$ cat src/rtl/core/cpd_pkg.sv
// ----------------------------------------------------------------------------
// cpd_pkg
// Types, codes, reset values and CRC helpers for the packet deframer.
// ----------------------------------------------------------------------------
package cpd_pkg;

    localparam int unsigned CFG_ADDR_W = 5;
    localparam int unsigned CFG_DATA_W = 32;

    typedef enum logic [3:0] {
        PH_HUNT = 4'b0001,
        PH_SIZE = 4'b0010,
        PH_BODY = 4'b0100,
        PH_CRC  = 4'b1000
    } phase_t;

    localparam logic [2:0] REG_ID_MM       = 3'd0;
    localparam logic [2:0] REG_ID_ASYNC    = 3'd1;
    localparam logic [2:0] REG_ID_ERROR    = 3'd2;
    localparam logic [2:0] REG_ID_PRINT    = 3'd3;
    localparam logic [2:0] REG_CRC_POLY    = 3'd4;
    localparam logic [2:0] REG_CRC_INIT    = 3'd5;
    localparam logic [2:0] REG_CRC_XOR     = 3'd6;
    localparam logic [2:0] REG_CRC_REFLECT = 3'd7;

    localparam logic [31:0] RST_ID_MM       = 32'd1;
    localparam logic [31:0] RST_ID_ASYNC    = 32'd2;
    localparam logic [31:0] RST_ID_ERROR    = 32'd3;
    localparam logic [31:0] RST_ID_PRINT    = 32'd4;
    localparam logic [31:0] RST_CRC_POLY    = 32'h04C1_1DB7;
    localparam logic [31:0] RST_CRC_INIT    = 32'hFFFF_FFFF;
    localparam logic [31:0] RST_CRC_XOR     = 32'hFFFF_FFFF;
    localparam logic [1:0]  RST_CRC_REFLECT = 2'd3;

    localparam logic [1:0] TYPE_MM    = 2'd0;
    localparam logic [1:0] TYPE_ASYNC = 2'd1;
    localparam logic [1:0] TYPE_ERROR = 2'd2;
    localparam logic [1:0] TYPE_PRINT = 2'd3;

    localparam logic [1:0] ST_VALID     = 2'd0;
    localparam logic [1:0] ST_CRC_ERR   = 2'd1;
    localparam logic [1:0] ST_TOO_SMALL = 2'd2;

    localparam logic KIND_BODY   = 1'b0;
    localparam logic KIND_STATUS = 1'b1;

    localparam logic [31:0] SIZE_MIN_MM    = 32'd8;
    localparam logic [31:0] SIZE_MIN_ASYNC = 32'd4;
    localparam logic [31:0] SIZE_MIN_ERROR = 32'd4;

    function automatic logic [7:0] mirror8(input logic [7:0] v);
        logic [7:0] r;
        for (int i = 0; i < 8; i++) begin
            r[i] = v[7-i];
        end
        return r;
    endfunction

    function automatic logic [31:0] mirror32(input logic [31:0] v);
        logic [31:0] r;
        for (int i = 0; i < 32; i++) begin
            r[i] = v[31-i];
        end
        return r;
    endfunction

    function automatic logic [31:0] crc_feed(
        input logic [31:0] rem,
        input logic [7:0]  data,
        input logic [31:0] poly,
        input logic        refl_in
    );
        logic [31:0] r;
        logic [7:0]  d;
        d = refl_in ? mirror8(data) : data;
        r = rem ^ {d, 24'd0};
        for (int i = 0; i < 8; i++) begin
            r = r[31] ? ({r[30:0], 1'b0} ^ poly) : {r[30:0], 1'b0};
        end
        return r;
    endfunction

endpackage

$ cat src/rtl/core/crc_checked_packet_deframer.sv
// ----------------------------------------------------------------------------
// crc_checked_packet_deframer
// Byte stream deframer: hunts for one of four identifier words, reads a
// little-endian size, forwards the body bytes tagged with their package type
// and reports a CRC-32 or size-too-small status after the trailing four CRC
// bytes. A byte can be accepted in each cycle, and a result leaves through
// a single output register that does not stall the input unless it is full
// and not being taken. The CRC engine processes one accepted byte per cycle
// over a four-byte delay line, so the identifier, size and body bytes are
// folded into the remainder during the size, body and CRC phases, and the
// comparison completes with the last CRC byte. Configure only while idle.
// ----------------------------------------------------------------------------
module crc_checked_packet_deframer (
    input  logic                              aclk,
    input  logic                              aresetn,

    input  logic                              s_valid,
    output logic                              s_ready,
    input  logic [7:0]                        s_rx_byte,

    output logic                              m_valid,
    input  logic                              m_ready,
    output logic                              m_result_kind,
    output logic [1:0]                        m_package_type,
    output logic [7:0]                        m_body_byte,
    output logic [1:0]                        m_status,

    input  logic                              psel,
    input  logic                              penable,
    input  logic                              pwrite,
    input  logic [cpd_pkg::CFG_ADDR_W-1:0]    paddr,
    input  logic [cpd_pkg::CFG_DATA_W-1:0]    pwdata,
    output logic [cpd_pkg::CFG_DATA_W-1:0]    prdata,
    output logic                              pready
);

    logic [31:0] id_mm_reg, id_async_reg, id_error_reg, id_print_reg;
    logic [31:0] crc_poly_reg, crc_init_reg, crc_xor_reg;
    logic [1:0]  crc_reflect_reg;
    logic [2:0]  cfg_idx;
    logic        cfg_wr;

    cpd_pkg::phase_t phase_reg, phase_next;
    logic [31:0] window_reg, window_next;
    logic [31:0] delay_reg, delay_next;
    logic [1:0]  type_reg, type_next;
    logic [31:0] length_reg, length_next;
    logic [31:0] count_reg, count_next;
    logic [31:0] crc_reg, crc_next;
    logic [31:0] recv_reg, recv_next;

    logic        m_valid_reg, m_valid_next;
    logic        kind_reg, kind_next;
    logic [1:0]  ptype_reg, ptype_next;
    logic [7:0]  body_reg, body_next;
    logic [1:0]  status_reg, status_next;

    logic        accept;
    logic [31:0] win_shift;
    logic [31:0] crc_fed;
    logic [31:0] recv_full;
    logic [31:0] crc_final;
    logic [31:0] size_min;

    // configuration port
    assign pready  = 1'b1;
    assign cfg_idx = paddr[cpd_pkg::CFG_ADDR_W-1:2];
    assign cfg_wr  = psel && penable && pwrite;

    always_comb begin
        unique case (cfg_idx)
            cpd_pkg::REG_ID_MM:       prdata = id_mm_reg;
            cpd_pkg::REG_ID_ASYNC:    prdata = id_async_reg;
            cpd_pkg::REG_ID_ERROR:    prdata = id_error_reg;
            cpd_pkg::REG_ID_PRINT:    prdata = id_print_reg;
            cpd_pkg::REG_CRC_POLY:    prdata = crc_poly_reg;
            cpd_pkg::REG_CRC_INIT:    prdata = crc_init_reg;
            cpd_pkg::REG_CRC_XOR:     prdata = crc_xor_reg;
            cpd_pkg::REG_CRC_REFLECT: prdata = {30'd0, crc_reflect_reg};
            default:                  prdata = '0;
        endcase
    end

    always_ff @(posedge aclk) begin
        if (!aresetn) begin
            id_mm_reg       <= cpd_pkg::RST_ID_MM;
            id_async_reg    <= cpd_pkg::RST_ID_ASYNC;
            id_error_reg    <= cpd_pkg::RST_ID_ERROR;
            id_print_reg    <= cpd_pkg::RST_ID_PRINT;
            crc_poly_reg    <= cpd_pkg::RST_CRC_POLY;
            crc_init_reg    <= cpd_pkg::RST_CRC_INIT;
            crc_xor_reg     <= cpd_pkg::RST_CRC_XOR;
            crc_reflect_reg <= cpd_pkg::RST_CRC_REFLECT;
        end else if (cfg_wr) begin
            unique case (cfg_idx)
                cpd_pkg::REG_ID_MM:       id_mm_reg       <= pwdata;
                cpd_pkg::REG_ID_ASYNC:    id_async_reg    <= pwdata;
                cpd_pkg::REG_ID_ERROR:    id_error_reg    <= pwdata;
                cpd_pkg::REG_ID_PRINT:    id_print_reg    <= pwdata;
                cpd_pkg::REG_CRC_POLY:    crc_poly_reg    <= pwdata;
                cpd_pkg::REG_CRC_INIT:    crc_init_reg    <= pwdata;
                cpd_pkg::REG_CRC_XOR:     crc_xor_reg     <= pwdata;
                cpd_pkg::REG_CRC_REFLECT: crc_reflect_reg <= pwdata[1:0];
                default: ;
            endcase
        end
    end

    // datapath
    assign s_ready   = !m_valid_reg || m_ready;
    assign accept    = s_valid && s_ready;
    assign win_shift = {s_rx_byte, window_reg[31:8]};
    assign crc_fed   = cpd_pkg::crc_feed(crc_reg, delay_reg[7:0], crc_poly_reg,
                                         crc_reflect_reg[0]);
    assign recv_full = {s_rx_byte, recv_reg[31:8]};
    assign crc_final = (crc_reflect_reg[1] ? cpd_pkg::mirror32(crc_fed) : crc_fed)
                       ^ crc_xor_reg;

    always_comb begin
        unique case (type_reg)
            cpd_pkg::TYPE_MM:    size_min = cpd_pkg::SIZE_MIN_MM;
            cpd_pkg::TYPE_ASYNC: size_min = cpd_pkg::SIZE_MIN_ASYNC;
            cpd_pkg::TYPE_ERROR: size_min = cpd_pkg::SIZE_MIN_ERROR;
            default:             size_min = '0;
        endcase
    end

    always_comb begin
        phase_next   = phase_reg;
        window_next  = window_reg;
        delay_next   = delay_reg;
        type_next    = type_reg;
        length_next  = length_reg;
        count_next   = count_reg;
        crc_next     = crc_reg;
        recv_next    = recv_reg;
        m_valid_next = m_valid_reg && !m_ready;
        kind_next    = kind_reg;
        ptype_next   = ptype_reg;
        body_next    = body_reg;
        status_next  = status_reg;

        if (accept) begin
            unique case (phase_reg)
                cpd_pkg::PH_HUNT: begin
                    window_next = win_shift;
                    priority if (win_shift == id_mm_reg) begin
                        type_next  = cpd_pkg::TYPE_MM;
                        phase_next = cpd_pkg::PH_SIZE;
                    end else if (win_shift == id_async_reg) begin
                        type_next  = cpd_pkg::TYPE_ASYNC;
                        phase_next = cpd_pkg::PH_SIZE;
                    end else if (win_shift == id_error_reg) begin
                        type_next  = cpd_pkg::TYPE_ERROR;
                        phase_next = cpd_pkg::PH_SIZE;
                    end else if (win_shift == id_print_reg) begin
                        type_next  = cpd_pkg::TYPE_PRINT;
                        phase_next = cpd_pkg::PH_SIZE;
                    end else begin
                        phase_next = cpd_pkg::PH_HUNT;
                    end
                    if (phase_next == cpd_pkg::PH_SIZE) begin
                        crc_next    = crc_init_reg;
                        delay_next  = win_shift;
                        length_next = '0;
                        count_next  = '0;
                    end
                end
                cpd_pkg::PH_SIZE: begin
                    crc_next    = crc_fed;
                    delay_next  = {s_rx_byte, delay_reg[31:8]};
                    length_next = {s_rx_byte, length_reg[31:8]};
                    if (count_reg[1:0] == 2'd3) begin
                        count_next = '0;
                        phase_next = (length_next == '0) ? cpd_pkg::PH_CRC
                                                         : cpd_pkg::PH_BODY;
                    end else begin
                        count_next = count_reg + 32'd1;
                    end
                end
                cpd_pkg::PH_BODY: begin
                    crc_next     = crc_fed;
                    delay_next   = {s_rx_byte, delay_reg[31:8]};
                    if (count_reg + 32'd1 >= length_reg) begin
                        count_next = '0;
                        phase_next = cpd_pkg::PH_CRC;
                    end else begin
                        count_next = count_reg + 32'd1;
                    end
                    m_valid_next = 1'b1;
                    kind_next    = cpd_pkg::KIND_BODY;
                    ptype_next   = type_reg;
                    body_next    = s_rx_byte;
                    status_next  = cpd_pkg::ST_VALID;
                end
                cpd_pkg::PH_CRC: begin
                    crc_next   = crc_fed;
                    delay_next = {8'd0, delay_reg[31:8]};
                    recv_next  = recv_full;
                    if (count_reg[1:0] == 2'd3) begin
                        count_next   = '0;
                        phase_next   = cpd_pkg::PH_HUNT;
                        m_valid_next = 1'b1;
                        kind_next    = cpd_pkg::KIND_STATUS;
                        ptype_next   = type_reg;
                        body_next    = '0;
                        if (length_reg < size_min) begin
                            status_next = cpd_pkg::ST_TOO_SMALL;
                        end else if (crc_final == recv_full) begin
                            status_next = cpd_pkg::ST_VALID;
                        end else begin
                            status_next = cpd_pkg::ST_CRC_ERR;
                        end
                    end else begin
                        count_next = count_reg + 32'd1;
                    end
                end
                default: begin
                    phase_next = cpd_pkg::PH_HUNT;
                end
            endcase
        end
    end

    always_ff @(posedge aclk) begin
        if (!aresetn) begin
            phase_reg   <= cpd_pkg::PH_HUNT;
            window_reg  <= '0;
            delay_reg   <= '0;
            type_reg    <= '0;
            length_reg  <= '0;
            count_reg   <= '0;
            crc_reg     <= '0;
            recv_reg    <= '0;
            m_valid_reg <= 1'b0;
        end else begin
            phase_reg   <= phase_next;
            window_reg  <= window_next;
            delay_reg   <= delay_next;
            type_reg    <= type_next;
            length_reg  <= length_next;
            count_reg   <= count_next;
            crc_reg     <= crc_next;
            recv_reg    <= recv_next;
            m_valid_reg <= m_valid_next;
        end
    end

    always_ff @(posedge aclk) begin
        kind_reg   <= kind_next;
        ptype_reg  <= ptype_next;
        body_reg   <= body_next;
        status_reg <= status_next;
    end

    assign m_valid        = m_valid_reg;
    assign m_result_kind  = kind_reg;
    assign m_package_type = ptype_reg;
    assign m_body_byte    = body_reg;
    assign m_status       = status_reg;

endmodule
$ cat config.mk
export PLATFORM = sky130hd
export DESIGN_NAME = crc_checked_packet_deframer
export DESIGN_NICKNAME = d
export VERILOG_FILES = /design/src/rtl/core/cpd_pkg.sv /design/src/rtl/core/crc_checked_packet_deframer.sv
export SDC_FILE = /design/constraint.sdc
export NUM_CORES = 1
export LEC_CHECK = 0
export BUFFER_PORTS_ARGS = -buffer_cell sky130_fd_sc_hd__buf_2
export CORE_AREA = 2 2 244 246
export DETAILED_ROUTE_END_ITERATION = 12
export DIE_AREA = 0 0 246 248
export PLACE_DENSITY = 0.57
export SETUP_SLACK_MARGIN = 0.3
export SYNTH_ARGS = -nofsm -noshare
export SYNTH_HDL_FRONTEND = slang
export SYNTH_SLANG_ARGS = --single-unit
$ cat constraint.sdc
create_clock -name aclk -period 12.4 [get_ports aclk]
set_clock_uncertainty 0.05 [all_clocks]
set_input_delay 1.86 -clock aclk [delete_from_list [all_inputs] [get_ports aclk]]
set_output_delay 1.86 -clock aclk [all_outputs]
set_load 0.03 [all_outputs]
==> results of run 1 <==
-- Yosys cell counts (all sizes together) (10+ instances only) --
cell type	n
a22oi	52
nand3	118
nand2b	15
nand4	34
xnor2	308
nor4	35
o221a	21
nand2	893
clkbuf	240
o22ai	11
nor2b	11
inv	65
nor3	19
a31oi	19
xnor3	10
and2	11
a21oi	282
o21ai	64
edfxtp	13
nor2	208
ha	36
and3	20
dfxtp	409
buf	35
o211ai	61
a211oi	36
mux2i	107
a21o	17
xor2	135
-- where the power goes --
group / internal (mW) / total (mW) / switching [mW]
registers: 1.37 / 1.39 / 0.0212
logic: 0.0677 / 0.246 / 0.178
clock network: 0.870 / 1.46 / 0.594
-- final cells by class --
type | count | area, um^2
well taps | 773 | 967
repair buffers | 137 | 793
multi-input cells | 2624 | 15700
flip-flops and latches | 422 | 8580
fillers | 5796 | 30600
diodes | 1 | 2.50
clock inverters | 14 | 204
inverters | 67 | 259
clock buffers | 67 | 1370
-- layer usage --
| layer | GRT usage, % | up-vias | part of all wire (%) |
|---|---|---|---|
| met1 | 43.4 | 11500 | 44 |
| li1 | - | 11200 | - |
| met3 | 4.73 | 178 | 7.5 |
| met2 | 47.8 | 1036 | 44 |
| met5 | 0 | - | 0.014 |
| met4 | 11.8 | 2 | 3.9 |
-- worst min-delay path, stage by stage, from the launching register on --
cell	delay (ns)
dfxtp_1	0.31
nand2_1	0.05
a21oi_1	0.05
-- final timing paths --
| path | startpoint | end | cells after the start |
|---|---|---|---|
| worst max-delay path | crc_reflect_reg[0] | m_status[0] | 18 |
| worst min-delay path | delay_reg[25] | delay_reg[25] | 2 |
| worst max register to register | crc_reflect_reg[0] | m_status[0] | 18 |
| worst min register to register | delay_reg[25] | delay_reg[25] | 2 |
-- metrics by stage --
stage          std cells  hold WS [ns]
2_1_floorplan       3388         0.358
3_3_place_gp        4023         0.401
3_5_place_dp        4023         0.399
4_1_cts             4104         0.409
5_1_grt             4105         0.425
6_report            4105         0.408
-- logic make-up (layout without fill, tap and decap cells) --
logic type / Yosys count / after routing / synth area share (%)
DFF: 422 / 422 / 33.7
adders and majority gates: 36 / 36 / 1.77
muxes: 114 / 114 / 4.58
other: 1 / 2 / 0.0147
and+or+nand+nor: 1397 / 1397 / 23.0
AOI/OAI and AO/OA: 621 / 621 / 15.4
buffers and inverters: 342 / 285 / 5.18
xor gates and xnor gates: 455 / 455 / 16.3
==> summary.txt, run 1 <==
CTS
  • Setup bufs post-CTS: 0
  • Clock sink count: 422
  • H-Tree Depth: 2
  • # hold bufs at CTS: 0
  • CTS Root Cell: clkbuf_16
  • TritonCTS clock tree: built
  • CTS clk-pin slew, worst paths: roughly 0.06 ns
  • Num CTS Buffers: 47
  • Post-cts sizing count: 0
  • CTS Buffer Depth: 3
  • Clk Latency, worst-skew pair: ~0.6 ns

Place
  • Hpwl dp: 67500 um
  • Area post-placement: 26300 um^2
  • Port bufs: 96
  • Placement Setup Slack: 4.66 ns
  • Routability cong.: 0.941

Worst setup path
  • CP Capture Type: flop
  • Top Family by Delay on Critical Path: simple AND/OR/NAND/NOR gates
  • CP max FO: 35
  • Data arrival, critical path: 7.99 ns
  • Crit-path max cell delay: 0.85 ns
  • Startpoint types: flop
  • Crit path required time: approximately 13 ns
  • Worst Path Buf+Inv: 0
  • CP Class: flop to flop
  • Flop2flop setup slack: between 4 and 5 ns
  • CP max-delay cell: xnor3_2
  • CP cell instances: mux2i_2 -> mux2i_1 -> a211oi_2 -> nor4_2 -> o211ai_1 -> and4_1 -> or4_4 -> a2111oi_2 -> a31oi_1 -> xnor3_2 -> nand2_1 -> xnor3_2 -> xnor2_1 -> or4_1 -> a22oi_1 -> nand4_1 -> a2111oi_2 -> a311oi_1

STA
  • Max_slew headroom: 27.7%
  • Setup slack after layout: 4.62 ns
  • Post-route setup TNS: 0 ns
  • Tcrit/Tclk final: 62.7%
  • Number of hold violations in the final report: 0
  • Tmin final: around 8 ns
  • Final Setup Violations: 0
  • F_max: 129 MHz
  • Fin. max-slew vios: 0
  • Worst-Margin Slew: 1.08 ns
  • RSZ-0062 raised after global routing: no

Power and ir drop
  • Leakage: 10.5 nW
  • Peak supply drop: 98.3 uV
  • PD cells: 111 nW/um^2
  • Final total power: a little over 3 mW

Synthesis
  • Synthesized area: ~25000 um^2
  • Synth warn: 0
  • Post-synth EDFFs: 13
  • Avg Inst Size Synth: between 7 and 8 um^2
  • Largest cells by area after synthesis: dfxtp_1, nand2_1, xnor2_1
  • Syn Inst Count: between 3000 and 4000
  • Synth area leader: dfxtp_1
  • Top_reg_cell synth: dfxtp_1
  • Post-synthesis sequential area ratio: 33.7%
  • Post-synth top area share: 32.1%
  • Netlist cell types: 83
  • Synth async-reset ratio: 0%
  • Flops & latches, synth: 422
  • Syn Nets: 3476

Global route
  • Vias in the first global route: 22500
  • Grt total ovfl: 0
  • GRT Total Usage: between 30% and 40%
  • Largest net degree at the start of global routing: around 140
  • Initial antenna violation count: 2
  • First-pass GRT wire length: 143000 um

Detailed routing
  • Post-DR wirelength/cell: 23.4 um
  • Routed via count: 24000
  • Vias per std cell: between 5 and 6
  • DR iter-0 viols: 2430
  • Final WL: 96200 um
  • DRT Pass-1 Iters: 5
  • ANT nets after route: 0
  • DRC: 0

Finish
  • Post-Route Utilization: ~48%
  • Commonest non-fill, non-tap cells in the layout: nand2_1, dfxtp_1, xnor2_1, a21oi_1, nor2_1
  • Fin nets: 3387
  • Final Instance Area: 27900 um^2
  • Fraction of layout cells with a size suffix above 1: 8.41%
  • Area Growth Syn to Fin: 9.38%
  • Commonest non-fill, non-tap cell in the layout: nand2_1

Run
  • Max Cap Viol: 0

Floorplan
  • Die W: roughly 250 um
  • Initial core utilization: between 40% and 50%
  • Die footprint: 61000 um^2
  • Core area: between 50000 and 60000 um^2
  • Cell Rows: 89
  • Die height: 248 um
  • Ports: 100

Run status
  • Run status: complete, no violations

Worst hold path
  • Hold/Removal Path Class: flop to flop
(Power assumes the default switching activity.)
==> inputs of run 2 (changes only) <==
==> constraint.sdc (replaced) <==
create_clock -name aclk -period 8.15 [get_ports aclk]
set_clock_uncertainty 0.05 [all_clocks]
set_input_delay 1.2225 -clock aclk [delete_from_list [all_inputs] [get_ports aclk]]
set_output_delay 1.2225 -clock aclk [all_outputs]
set_load 0.03 [all_outputs]
==> run 2 against run 1 <==
Compared with the run above:
- critical path type unchanged
- via count is 0.17% lower
- core utilization rose by 0.21 points
- critical endpoint unchanged
- global-route usage rose by 0.19 points
- sequential cell count unchanged
- total power rose by 54%
==> summary.txt, run 2 (synthesis gave the netlist of run 1 again) <==
Run status
  • Run status: complete, no violations

Power and ir drop
  • PD cells: 171 nW/um^2 (+53%)
  • Leakage: 10.5 nW (+0.67%)
  • Cell Int Power: 3.54 mW (+53%)
  • Sequential share of power: 44.3% (-0.6 points)
  • Clock power share: 47.8% (+0.6 points)
  • Sw power: 1.24 mW (+56%)
  • Peak supply drop: 177 uV (+80%)
  • Switching share of power: 25.9% (+0.38 points)
  • Power share of the combinational group: 7.9% (about the same)

Detailed routing
  • DRT Pass-1 Iters: 6 (+1)
  • DR iter-0 viols: 2561 (+5.4%)
  • Vias per std cell: 5.81 (-0.44%)
  • Routed via count: 23900 (-0.17%)
  • Final WL: 96800 um (+0.61%)
  • Post-DR wirelength/cell: 23.5 um (+0.34%)
  • DRC: 0 (unchanged)
  • ANT nets after route: 0 (unchanged)

STA
  • Tmin final: 7.11 ns (-0.667 ns)
  • Max_slew headroom: 20.0% (-7.8 points)
  • Tcrit/Tclk final: 87.2% (+25 points)
  • Number of hold violations in the final report: 0 (unchanged)
  • Fin. max-slew vios: 0 (unchanged)
  • Hold_ws: 0.410 ns (+0.00247 ns)
  • Post-route setup TNS: 0 ns (unchanged)
  • F_max: 141 MHz (+9.4%)
  • Final Setup Violations: 0 (unchanged)
  • Worst-Margin Slew: 1.19 ns (+0.115 ns)
  • RSZ-0062 raised after global routing: no

CTS
  • Num CTS Buffers: 48 (+2.1%)
  • # hold bufs at CTS: 0 (unchanged)
  • Post-cts sizing count: 0 (unchanged)
  • Clock sink count: 422 (unchanged)
  • Clk Latency, worst-skew pair: 0.60 ns (about the same)
  • Setup bufs post-CTS: 0 (unchanged)
  • H-Tree Depth: 2 (unchanged)
  • CTS Buffer Depth: 3 (unchanged)
  • TritonCTS clock tree: built
  • CTS Root Cell: clkbuf_16
  • CTS clk-pin slew, worst paths: 0.06 ns (about the same)

Worst setup path
  • CP cell instances: buf_4 -> mux2i_1 -> xnor2_1 -> and4_1 -> nor3_1 -> nand3_1 -> xnor2_1 -> o31ai_1 -> a2111oi_2 -> a31oi_1 -> xnor3_2 -> buf_4 -> nand2_1 -> xnor2_1 -> mux2i_1 -> and3_1 -> a211oi_1 -> a31oi_1 -> a311oi_1
  • CP max FO: 20 (-43%)
  • Data arrival, critical path: 7.34 ns (-0.65 ns)
  • Worst r2r src: crc_reflect_reg[0]
  • CP Class: flop to flop
  • Flop2flop setup slack: 1.04 ns (-3.58 ns)
  • CP max-delay cell: xnor2_1
  • Setup crit start: crc_reflect_reg[0]
  • CP Capture Type: flop
  • Startpoint types: flop
  • Crit-path max cell delay: 0.80 ns (-0.05 ns)
  • Crit path required time: 8.38 ns (-4.23 ns)
  • CP most frequent cell: xnor2_1

Finish
  • Post-Layout Cell Count: 4116 (+0.27%)
  • Area Growth Syn to Fin: 9.85%
  • Commonest non-fill, non-tap cell in the layout: nand2_1
  • Sequential standard cell area: 8580 um^2 (unchanged)
  • Area of the multi-input gates: 15700 um^2 (about the same)
  • Commonest non-fill, non-tap cells in the layout: nand2_1, dfxtp_1, xnor2_1, a21oi_1, nor2_1
  • Fin nets: 3391 (+0.12%)
  • Filler instances: 5796 (unchanged)
  • Fraction of layout cells with a size suffix above 1: 8.80% (+0.39 points)

Floorplan
  • Cell Rows: 89 (unchanged)
  • Core area: 58500 um^2 (unchanged)
  • Die W: 246 um (unchanged)
  • Die footprint: 61000 um^2 (unchanged)
  • Initial core utilization: 43.6% (unchanged)
  • Ports: 100 (unchanged)
  • Die height: 248 um (unchanged)

Place
  • Hpwl dp: 68100 um (+1.0%)
  • Routability cong.: 0.986 (+4.9%)
  • Port bufs: 96 (unchanged)
  • DP Cell Count: 4026 (+0.075%)

Global route
  • GRT Total Usage: 31.1% (+0.19 points)
  • Busiest grt layer: met2
  • Largest net degree at the start of global routing: 165 (+21%)
  • Vias in the first global route: 22300 (-0.90%)
  • Met2 Resource Use GR: 47.8% (about the same)
  • First-pass GRT wire length: 144000 um (+0.30%)
  • GRT met1 Usage: 43.4% (+0.083 points)
  • Met3 usage: 5.53% (+0.80 points)
  • Grt total ovfl: 0 (unchanged)
  • Initial antenna violation count: 2 (unchanged)

Worst hold path
  • Worst Hold Launch: delay_reg[25]
  • Hold/Removal Path Class: flop to flop

Run
  • Max Cap Viol: 0 (unchanged)
run 2: per-stage QoR:
stage	power [mW]	setup slack, ns	util (%)	instance area [um^2]
after floorplan	2.37	2.51	-	25500
after global placement	2.53	1.27	45.1	26300
after detailed placement	2.53	1.18	45.1	26300
after CTS	4.80	1.16	47.9	28000
after global routing	4.91	0.550	47.9	28000
final	4.78	1.04	47.9	28000
run 2: worst max-delay path, delay by kind of cell, from the launching register on:
kind / cells / cell delay (ns)
xor gates and xnor gates: 4 / 2.31
DFF: 1 / 0.35
muxes: 2 / 0.71
AOI/OAI and AO/OA: 6 / 1.65
and+or+nand+nor: 5 / 1.18
buffers and inverters: 2 / 0.54
run 2: area by class of cell:
type,instances,share of cell area (%)
multi-input combinational,2624,56.1
sequential,422,30.6
clock buffer,65,4.95
tap,773,3.45
timing repair buffer,140,3.00
clock inverter,24,0.934
inverter,67,0.925
antenna,1,0.00894
run 2: path summary, 6_finish.rpt:
kind / end / cells after the start
worst max-delay path: m_status[0] / 19
worst min-delay path: delay_reg[25] / 2
worst max register to register: m_status[0] / 19
worst min register to register: delay_reg[25] / 2
run 2: layer usage:
metal / up-vias / wire length [um] / share of wire (%)
met5: - / 13 / 0.013
met3: 176 / 8020 / 8.3
met2: 1039 / 42500 / 44
met1: 11500 / 42500 / 44
li1: 11200 / - / -
met4: 2 / 3750 / 3.9
run 2: power by group through the flow:
| stage | Sequential [mW] | Clock, mW | Combinational (mW) |
|---|---|---|---|
| 2_1_floorplan | 2.14 | 0 | 0.231 |
| 3_3_place_gp | 2.16 | 0 | 0.368 |
| 3_5_place_dp | 2.16 | 0 | 0.369 |
| 4_1_cts | 2.12 | 2.31 | 0.371 |
| 5_1_grt | 2.12 | 2.40 | 0.396 |
| 6_report | 2.12 | 2.28 | 0.380 |
